[src/hdl/itoa_pkg.sv]
// Package for the integer to ASCII radix converter.
// Holds the transaction structs, sequencer states, character codes and the digit glyph function.
// No dependencies; the top level and the checker refer to it by scoped names.
package itoa_pkg;

    localparam int VALUE_BITS_DEFAULT = 32;
    localparam int IN_VALUE_W         = 32;
    localparam int RADIX_W            = 5;
    localparam int DIGIT_W            = 4;
    localparam int CHAR_W             = 7;

    localparam logic [RADIX_W-1:0] RADIX_MIN   = 5'd2;
    localparam logic [RADIX_W-1:0] RADIX_MAX   = 5'd16;
    localparam logic [RADIX_W-1:0] RADIX_RESET = 5'd10;

    localparam logic [CHAR_W-1:0] CHAR_MINUS = 7'h2D;
    localparam logic [CHAR_W-1:0] CHAR_ZERO  = 7'h30;
    localparam logic [CHAR_W-1:0] CHAR_NINE  = 7'h39;
    localparam logic [CHAR_W-1:0] CHAR_A     = 7'h41;
    localparam logic [CHAR_W-1:0] CHAR_F     = 7'h46;

    typedef struct packed {
        logic                  func;
        logic [IN_VALUE_W-1:0] value;
    } t_in_item;

    typedef struct packed {
        logic [CHAR_W-1:0] char_code;
        logic              last;
    } t_out_item;

    typedef enum logic [2:0] {
        ST_IDLE,
        ST_DIV,
        ST_SIGN,
        ST_READ,
        ST_LOAD,
        ST_WAIT
    } t_state;

    // Maps a digit 0..15 onto '0'..'9' then 'A'..'F'.
    function automatic logic [CHAR_W-1:0] glyph(input logic [DIGIT_W-1:0] d);
        logic [CHAR_W-1:0] code;
        if (d < 4'd10) begin
            code = CHAR_ZERO + CHAR_W'(d);
        end else begin
            code = CHAR_A + CHAR_W'(d) - CHAR_W'(10);
        end
        return code;
    endfunction

endpackage

[src/hdl/itoa_ram.sv]
// Generic single-write, single-read RAM with a registered read port.
// No dependencies; used for the digit store of the converter.
module itoa_ram #(
    parameter int WIDTH = 4,
    parameter int DEPTH = 32
) (
    input  logic                     i_clk,
    input  logic                     i_we,
    input  logic [$clog2(DEPTH)-1:0] i_waddr,
    input  logic [WIDTH-1:0]         i_wdata,
    input  logic [$clog2(DEPTH)-1:0] i_raddr,
    output logic [WIDTH-1:0]         o_rdata
);

    logic [WIDTH-1:0] r_mem [DEPTH];
    logic [WIDTH-1:0] r_rdata;

    always_ff @(posedge i_clk) begin
        if (i_we) begin
            r_mem[i_waddr] <= i_wdata;
        end
        r_rdata <= r_mem[i_raddr];
    end

    assign o_rdata = r_rdata;

endmodule

[src/hdl/integer_to_ascii_radix_top.sv]
// Top level of the integer to ASCII radix converter.
// Depends on itoa_pkg (types, states, glyph function) and itoa_ram (digit store).
//
// Usage
// -----
// The input channel (i_in_valid / o_in_ready / i_in_data) takes one word and a mode flag
// per transaction: func = 0 reads the word as unsigned, func = 1 as two's complement.
// The output channel (o_out_valid / i_out_ready / o_out_data) returns the number as ASCII,
// most significant digit first, with a leading '-' for a negative signed word; the final
// character carries last = 1. The radix (2..16, reset 10) is written through i_cfg_we and
// i_cfg_wdata; the user must write it only while the block is idle, which the block
// itself does not enforce. Out-of-range writes are clamped. The block handles one word
// at a time and drops o_in_ready from acceptance until the last character has been
// taken. Each digit comes from one pass of a shared restoring divider that retires one
// quotient bit per cycle. Each digit character then passes through a RAM read, an output
// load and the handshake, and a leading '-' through an output load and the handshake;
// the handshake waits as long as the receiver stalls. A stalled receiver simply holds
// the output register; nothing is lost. Synchronous reset clears the output valid flag,
// returns the sequencer to idle and sets the radix to 10.
module integer_to_ascii_radix_top #(
    parameter int VALUE_BITS = itoa_pkg::VALUE_BITS_DEFAULT
) (
    input  logic                             i_clk,
    input  logic                             i_rst_n,
    input  logic                             i_in_valid,
    output logic                             o_in_ready,
    input  itoa_pkg::t_in_item               i_in_data,
    output logic                             o_out_valid,
    input  logic                             i_out_ready,
    output itoa_pkg::t_out_item              o_out_data,
    input  logic                             i_cfg_we,
    input  logic [itoa_pkg::RADIX_W-1:0]     i_cfg_wdata
);

    localparam int ADDR_W = $clog2(VALUE_BITS);
    localparam int CNT_W  = $clog2(VALUE_BITS + 1);
    localparam int BIT_W  = $clog2(VALUE_BITS);
    localparam int DW     = itoa_pkg::DIGIT_W;
    localparam int RW     = itoa_pkg::RADIX_W;

    itoa_pkg::t_state r_state, n_state;

    logic [RW-1:0]         r_radix;
    logic [VALUE_BITS-1:0] r_quot, n_quot;
    logic [DW-1:0]         r_rem, n_rem;
    logic [BIT_W-1:0]      r_bit, n_bit;
    logic [CNT_W-1:0]      r_count, n_count;
    logic [ADDR_W-1:0]     r_idx, n_idx;
    logic                  r_neg, n_neg;
    logic                  r_out_valid, n_out_valid;
    itoa_pkg::t_out_item   r_out, n_out;

    // Input word brought to VALUE_BITS, whichever side of 32 that lies.
    logic [VALUE_BITS+itoa_pkg::IN_VALUE_W-1:0] in_ext;
    logic [VALUE_BITS-1:0]                      in_word;
    logic                                       in_neg;

    // One restoring division step.
    logic [RW-1:0] rem_shift;
    logic          step_ge;
    logic [RW-1:0] rem_diff;
    logic [DW-1:0] step_rem;
    logic [VALUE_BITS-1:0] step_quot;

    logic              ram_we;
    logic [DW-1:0]     ram_rdata;

    assign in_ext  = {{VALUE_BITS{1'b0}}, i_in_data.value};
    assign in_word = in_ext[VALUE_BITS-1:0];
    assign in_neg  = i_in_data.func & in_word[VALUE_BITS-1];

    assign rem_shift = {r_rem, r_quot[VALUE_BITS-1]};
    assign step_ge   = (rem_shift >= r_radix);
    assign rem_diff  = step_ge ? (rem_shift - r_radix) : rem_shift;
    assign step_rem  = rem_diff[DW-1:0];
    assign step_quot = {r_quot[VALUE_BITS-2:0], step_ge};

    assign ram_we = (r_state == itoa_pkg::ST_DIV) && (r_bit == BIT_W'(VALUE_BITS - 1));

    itoa_ram #(
        .WIDTH (DW),
        .DEPTH (VALUE_BITS)
    ) u_digits (
        .i_clk   (i_clk),
        .i_we    (ram_we),
        .i_waddr (r_count[ADDR_W-1:0]),
        .i_wdata (step_rem),
        .i_raddr (r_idx),
        .o_rdata (ram_rdata)
    );

    // Radix register with clamping to 2..16.
    always_ff @(posedge i_clk) begin
        if (!i_rst_n) begin
            r_radix <= itoa_pkg::RADIX_RESET;
        end else if (i_cfg_we) begin
            if (i_cfg_wdata < itoa_pkg::RADIX_MIN) begin
                r_radix <= itoa_pkg::RADIX_MIN;
            end else if (i_cfg_wdata > itoa_pkg::RADIX_MAX) begin
                r_radix <= itoa_pkg::RADIX_MAX;
            end else begin
                r_radix <= i_cfg_wdata;
            end
        end
    end

    always_ff @(posedge i_clk) begin
        if (!i_rst_n) begin
            r_state     <= itoa_pkg::ST_IDLE;
            r_out_valid <= 1'b0;
            r_count     <= '0;
            r_quot      <= '0;
        end else begin
            r_state     <= n_state;
            r_out_valid <= n_out_valid;
            r_count     <= n_count;
            r_quot      <= n_quot;
        end
    end

    always_ff @(posedge i_clk) begin
        r_rem <= n_rem;
        r_bit <= n_bit;
        r_idx <= n_idx;
        r_neg <= n_neg;
        r_out <= n_out;
    end

    always_comb begin
        n_state     = r_state;
        n_quot      = r_quot;
        n_rem       = r_rem;
        n_bit       = r_bit;
        n_count     = r_count;
        n_idx       = r_idx;
        n_neg       = r_neg;
        n_out_valid = r_out_valid;
        n_out       = r_out;
        o_in_ready  = 1'b0;

        case (r_state)
            itoa_pkg::ST_IDLE: begin
                o_in_ready = 1'b1;
                if (i_in_valid) begin
                    n_quot  = in_neg ? (VALUE_BITS'(0) - in_word) : in_word;
                    n_neg   = in_neg;
                    n_rem   = '0;
                    n_bit   = '0;
                    n_count = '0;
                    n_state = itoa_pkg::ST_DIV;
                end
            end
            itoa_pkg::ST_DIV: begin
                n_quot = step_quot;
                n_rem  = step_rem;
                n_bit  = r_bit + BIT_W'(1);
                if (r_bit == BIT_W'(VALUE_BITS - 1)) begin
                    // Digit complete: it is written at r_count.
                    n_count = r_count + CNT_W'(1);
                    n_rem   = '0;
                    n_bit   = '0;
                    if ((step_quot == '0) || (n_count == CNT_W'(VALUE_BITS))) begin
                        n_idx   = r_count[ADDR_W-1:0];
                        n_state = r_neg ? itoa_pkg::ST_SIGN : itoa_pkg::ST_READ;
                    end
                end
            end
            itoa_pkg::ST_SIGN: begin
                n_out_valid     = 1'b1;
                n_out.char_code = itoa_pkg::CHAR_MINUS;
                n_out.last      = 1'b0;
                n_state         = itoa_pkg::ST_WAIT;
            end
            itoa_pkg::ST_READ: begin
                n_state = itoa_pkg::ST_LOAD;
            end
            itoa_pkg::ST_LOAD: begin
                n_out_valid     = 1'b1;
                n_out.char_code = itoa_pkg::glyph(ram_rdata);
                n_out.last      = (r_idx == '0);
                n_idx           = r_idx - ADDR_W'(1);
                n_state         = itoa_pkg::ST_WAIT;
            end
            itoa_pkg::ST_WAIT: begin
                if (i_out_ready) begin
                    n_out_valid = 1'b0;
                    n_state     = r_out.last ? itoa_pkg::ST_IDLE : itoa_pkg::ST_READ;
                end
            end
            default: begin
                n_state     = itoa_pkg::ST_IDLE;
                n_out_valid = 1'b0;
            end
        endcase
    end

    assign o_out_valid = r_out_valid;
    assign o_out_data  = r_out;

endmodule

[config.mk]
export PLATFORM = sky130hd
export DESIGN_NAME = integer_to_ascii_radix_top
export DESIGN_NICKNAME = d
export VERILOG_FILES = /design/src/hdl/itoa_pkg.sv /design/src/hdl/itoa_ram.sv /design/src/hdl/integer_to_ascii_radix_top.sv
export SDC_FILE = /design/constraint.sdc
export NUM_CORES = 1
export LEC_CHECK = 0
export BUFFER_PORTS_ARGS = -buffer_cell sky130_fd_sc_hd__buf_2
export CORE_MARGIN = 2
export CORE_UTILIZATION = 55
export DETAILED_ROUTE_END_ITERATION = 6
export HOLD_SLACK_MARGIN = 0.1
export PLACE_DENSITY = 0.81
export SETUP_SLACK_MARGIN = 0.1
export SYNTH_ARGS = -nofsm -noshare
export SYNTH_HDL_FRONTEND = slang
export SYNTH_SLANG_ARGS = --single-unit
export TNS_END_PERCENT = 30
[constraint.sdc]
create_clock -name i_clk -period 7.3 [get_ports i_clk]
set_input_delay 0.365 -clock i_clk [delete_from_list [all_inputs] [get_ports i_clk]]
set_output_delay 0.365 -clock i_clk [all_outputs]
set_load 0.005 [all_outputs]
==> run summary, run 1 <==
outcome: complete, no violations
GP Congestion: 0.887
internal power: 0.00205 W
DP Wirelength: 12,900 µm
vias in the first global route: 6,314
Core ar.: 16,500 µm²
Starting Density: 0.561
Final setup viols: 0
library cells used by synthesis: 57
Syn. warnings: 0
Congestion Overflow GR: 0
combinational power share: 0.092
met1 GRT Util: 0.282
via/cell ratio: 6.17
GR peak layer: met2
Worst setup EP type: register
worst min path class: in2reg
DRT iter0 DRCs: 568
P&R area growth vs syn: 12.0%
ys flop type: edfxtp_1
sequential power share: 0.510
dpl cell area: 9700 µm²
EDFF count, synth: 151
first-pass GRT wire length: 32,200 µm
die width: 134 µm
drt wl/cell: 19.3 µm
# hold bufs at CTS: 0
routing usage on met2: 0.409
final hold vios: 0
switching share of power: 0.230
leakage power: 3.64 nW
Post-CTS Setup Repair Bufs: 0
Fin Setup TNS: 0 ns
Max Freq: 343 MHz
share of cells above drive strength 1: 0.171
CTS sink cnt: 202
period utilization: 0.399
WL final: 19,900 µm
cts bufs inserted: 21
clk slew on worst S/H paths: 0.06 ns
cell accounting for the most synthesized area: edfxtp_1
Top Ports: 53
Yosys top cell area share: 0.489
Syn Nets: 813
Cells after Synth: 754
num rows: 47
Mapped Avg Cell Area: 12.3 µm²
CP Launch Type: register
clock root buffer: clkbuf_16
nets@finish: 856
height of the die: 134 µm
met3 Resource Use GR: 0.0295
hold slack: 0.192 ns
max_cap viols: 0
Antenna Cells: 0
Crit path required time: 7.66 ns
RSZ-0062 raised after global routing: no
Finished Cell Area: 10,400 µm²
H-tree levels: 1
Worst Clk Skew: 0.0153 ns
DRC viols: 0
worst-margin pin slew: 1.01 ns
fin crit period: 2.91 ns
main area contributors after synthesis: edfxtp_1, dfxtp_1, mux4_2, a21oi_1, nor2_1
Syn Std Cell Area: 9270 µm²
clock power share: 0.398
Slew HR: 0.323
P_sw: 0.000612 W
CP Class: reg2reg
post-synthesis sequential area ratio: 0.599
Yosys reg bits: 202
initial antenna violation count: 0
clk_lat worst skew: 0.49 ns
full die area: 17,900 µm²
Via Count: 6,360
largest net degree at the start of global routing: 44
I/O Buffers: 52
Worst Path Arrival: 3.28 ns
post-route antenna net violation count: 0
Max VDD drop: 0.000154 V
Resized cells post-CTS: 0
Pins Over Slew Limit: 0
CP Max Fanout: 19
Bufs on Longest Clock Path: 3
TritonRoute pass-1 iters: 5
power density over the cells: 257 nW/µm²
GRT Resource Usage Total: 0.227
Async SR Flop Fraction: 0
clock tree from TritonCTS: yes
## through the flow
stage	utilization	power, W	cells	setup WS (ns)
3_3_place_gp	0.587	0.00161	994	4.52
4_1_cts	0.628	0.00267	1031	4.43
3_5_place_dp	0.587	0.00162	994	4.44
6_report	0.628	0.00267	1031	4.39
5_1_grt	0.628	0.00275	1031	4.19
2_1_floorplan	-	0.00153	754	4.62
## critical path: stages (launching register included)
cell and delay (ns):
dfxtp_1 0.58, nor3_1 0.12, nand2_1 0.36, clkinv_1 0.58
nand2_2 0.52, a2111oi_1 0.09, or4_1 0.53
## flip-flops by register name, indices dropped and copies added, names as in the netlist, 4 cells and up
signal and flops:
u_digits.r_mem 128, r_quot 32, o_out_data 8, r_count 6
r_bit 5, r_idx 5, r_radix 5, r_rem 4
u_digits.o_rdata 4
## path summary, 6_finish.rpt
| check | depth (start not counted) | slack, ns | startpoint | to |
|---|---|---|---|---|
| max | 6 | 4.39 | r_state[0] | r_quot[25] |
| min | 3 | 0.19 | i_in_data[14] | r_quot[14] |
| max reg2reg | 6 | 4.39 | r_state[0] | r_quot[25] |
| min reg2reg | 2 | 0.51 | r_radix[2] | r_radix[2] |
## placed cells by master, fill, tap and decap left out, types with 4 or more instances in the layout
cell       count
clkbuf_16     21
edfxtp_1     151
nor4_1        16
xnor2_1       18
clkinv_1       8
o221ai_1      10
o31ai_1        6
or4_1          5
inv_1         26
nor2_1        67
o22ai_1       23
mux4_2        28
a21oi_1       54
xor2_1        17
and3_1        16
or3_1          4
buf_2         52
buf_4          6
ha_1          15
or2_2          7
a31oi_1        9
dfxtp_1       51
nand3_1       11
o21ai_0       20
nor3_1        13
a22oi_1       19
nand2_1       66
o41ai_1        4
mux2i_1       12
## logic make-up (layout without fill, tap and decap cells)
group | after synthesis | in the layout | synth area share
buffers and inverters | 67 | 124 | 0.0292
DFF | 202 | 202 | 0.599
and+or+nand+nor | 233 | 233 | 0.125
adders and majority gates | 16 | 16 | 0.0224
AOI/OAI and AO/OA | 158 | 158 | 0.107
muxes | 43 | 43 | 0.0845
xor gates and xnor gates | 35 | 35 | 0.0331
## cells in the mapped netlist (6+ instances only)
cell type,count
o22ai_1,23
dfxtp_1,51
inv_1,26
o221ai_1,10
nand2_1,66
o21ai_0,20
and3_1,16
buf_1,6
xnor2_1,18
ha_1,15
a21oi_1,54
nand3_1,11
nor3_1,13
mux4_2,28
nor2_1,67
o31ai_1,6
edfxtp_1,151
a22oi_1,19
mux2i_1,13
clkbuf_1,27
nor4_1,16
or2_2,7
a31oi_1,9
xor2_1,17
## per-layer routing
layer / part of all wire / vias up
li1: - / 2959
met1: 0.40 / 3100
met2: 0.51 / 251
met3: 0.058 / 50
met4: 0.031 / 0
met5: 0 / -
## power by group through the flow
stage	clock network, W	registers, W	logic [W]
after floorplan	0	0.00137	0.000158
after global placement	0	0.00138	0.000232
after detailed placement	0	0.00138	0.000242
after CTS	0.00107	0.00136	0.000244
after global routing	0.00112	0.00136	0.000274
final	0.00106	0.00136	0.000245
## layout make-up
type / count / area, µm²
sequential: 202 / 5560
clock inverter: 12 / 131
inverter: 29 / 109
tap: 220 / 275
fill: 1241 / 6150
multi-input combinational: 485 / 3450
timing repair buffer: 58 / 305
clock buffer: 25 / 551
(Power assumes the default switching activity.)
==> inputs of run 2 (changes only) <==
--- a/config.mk
+++ b/config.mk
@@ -10,7 +10,7 @@
 export CORE_UTILIZATION = 55
 export DETAILED_ROUTE_END_ITERATION = 6
 export HOLD_SLACK_MARGIN = 0.1
-export PLACE_DENSITY = 0.81
+export PLACE_DENSITY = 0.84
 export SETUP_SLACK_MARGIN = 0.1
 export SYNTH_ARGS = -nofsm -noshare
 export SYNTH_HDL_FRONTEND = slang
==> constraint.sdc (replaced) <==
create_clock -name i_clk -period 2.66 [get_ports i_clk]
set_input_delay 0.133 -clock i_clk [delete_from_list [all_inputs] [get_ports i_clk]]
set_output_delay 0.133 -clock i_clk [all_outputs]
set_load 0.005 [all_outputs]
==> run summary, run 2 (synthesis gave the netlist of run 1 again) <==
Top Ports: 53 (unchanged)
Worst Clk Skew: 0.0232 ns (+0.00797 ns)
clock root buffer: clkbuf_16
CP Max Fanout: 39 (+20)
H-tree levels: 1 (unchanged)
max incr delay on CP: 0.57 ns (about the same)
Fin Setup TNS: 0 ns (unchanged)
CP Class: reg2reg
final hold vios: 0 (unchanged)
die width: 134 µm (unchanged)
share of cells above drive strength 1: 0.200 (+0.0286)
Final setup viols: 0 (unchanged)
clock tree from TritonCTS: yes
setup ws final: 0.191 ns (-4.19 ns)
largest net degree at the start of global routing: 40 (-9.1%)
Pins Over Slew Limit: 0 (unchanged)
Worst setup EP type: register
power density over the cells: 677 nW/µm² (+160%)
GP Congestion: 0.920 (+3.7%)
CTS sink cnt: 202 (unchanged)
worst-margin pin slew: 0.658 ns (-0.355 ns)
pre-CTS worst setup slack: 0.0881 ns (-4.35 ns)
TritonRoute pass-1 iters: 5 (unchanged)
Core ar.: 16,500 µm² (unchanged)
Worst path most repeated cell: nor2_1
num rows: 47 (unchanged)
fin crit period: 2.47 ns (-0.446 ns)
DRT iter0 DRCs: 776 (+37%)
initial antenna violation count: 1 (+1)
max reg flops: 128 (unchanged)
I/O Buffers: 52 (unchanged)
Slew HR: 0.557 (+0.234)
period utilization: 0.928 (+0.529)
P&R area growth vs syn: 19.2%
Met3 Routed Length: 1600 µm (+39%)
power after layout: 0.00748 W (+180%)
WL met1: 8570 µm (+8.7%)
most flop-heavy register: u_digits.r_mem
most frequent cells in the layout: edfxtp_1, nand2_1, a21oi_1, buf_2
via/cell ratio: 6.18 (+0.24%)
cts bufs inserted: 20 (-4.8%)
WL final: 22,400 µm (+13%)
DP Wirelength: 13,900 µm (+8.0%)
outcome: complete, no violations
Placed Cells: 1,010 (+1.6%)
Post-CTS Setup Repair Bufs: 0 (unchanged)
first-pass GRT wire length: 35,200 µm (+9.3%)
most common cell after layout, fill and taps aside: edfxtp_1
Starting Density: 0.561 (unchanged)
height of the die: 134 µm (unchanged)
worst min path class: in2reg
DRC viols: 0 (unchanged)
critical-path cell list: nor3b_2, buf_6, nor2_1, inv_1, nor2_1, a211oi_1, dlygate4sd3_1
post-route antenna net violation count: 0 (unchanged)
DR WL met2: 11,600 µm (+13%)
clk slew on worst S/H paths: 0.06 ns (about the same)
full die area: 17,900 µm² (unchanged)
Via Count: 6,746 (+6.1%)
Finished Layout Cells: 1,091 (+5.8%)
nets@finish: 915 (+6.9%)
CP Launch Type: register
max_cap viols: 0 (unchanged)
RSZ-0062 raised after global routing: yes
Crit path required time: 3.10 ns (-4.56 ns)
Max Freq: 405 MHz (+18%)
drt wl/cell: 20.6 µm (+6.5%)
Worst Path Arrival: 2.91 ns (-0.37 ns)
clk_lat worst skew: 0.50 ns (about the same)
Bufs on Longest Clock Path: 3 (unchanged)
leakage power: 3.91 nW (+7.5%)
top sig layer: met4
Congestion Overflow GR: 0 (unchanged)
GRT Resource Usage Total: 0.251 (+0.0239)
Max VDD drop: 0.000460 V (+200%)
CP max stage cell: dlygate4sd3_1
vias in the first global route: 6,631 (+5.0%)
run 2: layer usage:
layer	vias up	GRT usage
li1	3084	-
met1	3256	0.317
met2	342	0.442
met3	64	0.0355
met4	0	0.0928
met5	-	0
run 2: worst max-delay path: cells and delay by family, from the launching register on:
kind | cells | cell delay [ns]
flops | 1 | 0.49
compound gates | 1 | 0.17
buf+inv | 3 | 1.22
simple gates | 3 | 0.50
run 2: cell type report:
cell class	count	area [µm²]
timing repair buffer	118	932
sequential	202	5560
tap	220	275
clock inverter	9	120
fill	1087	5480
antenna	1	2.50
inverter	29	109
multi-input combinational	485	3510
clock buffer	27	548
run 2: timing repair:
action | 4_1_cts | 5_1_grt
hold buffers | 44 | 0
resized for setup | 0 | 21
pin swaps | 0 | 0
endpoints found under the hold margin | 41 | 0
endpoints found under the setup margin | 28 | 147
run 2: stage by stage:
stage	hold WS [ns]	area [µm²]	utilization
2_1_floorplan	0.280	9270	-
3_3_place_gp	0.425	9880	0.598
3_5_place_dp	0.427	9880	0.598
4_1_cts	0.213	11000	0.665
5_1_grt	0.289	11000	0.669
6_report	0.222	11000	0.669
run 2: final timing paths:
check	from	endpoint	slack, ns	cells after the start
worst max register to register	r_state[0]	r_quot[1]	0.19	7
worst max-delay path	r_state[0]	r_quot[1]	0.19	7
worst min register to register	r_radix[2]	r_radix[2]	0.50	2
worst min-delay path	i_in_valid	r_quot[28]	0.22	5
run 2: power by group:
group	total [W]	switching, W	internal [W]
Sequential	0.00372	0.0000549	0.00367
Clock	0.00288	0.00114	0.00174
Combinational	0.000875	0.000540	0.000335
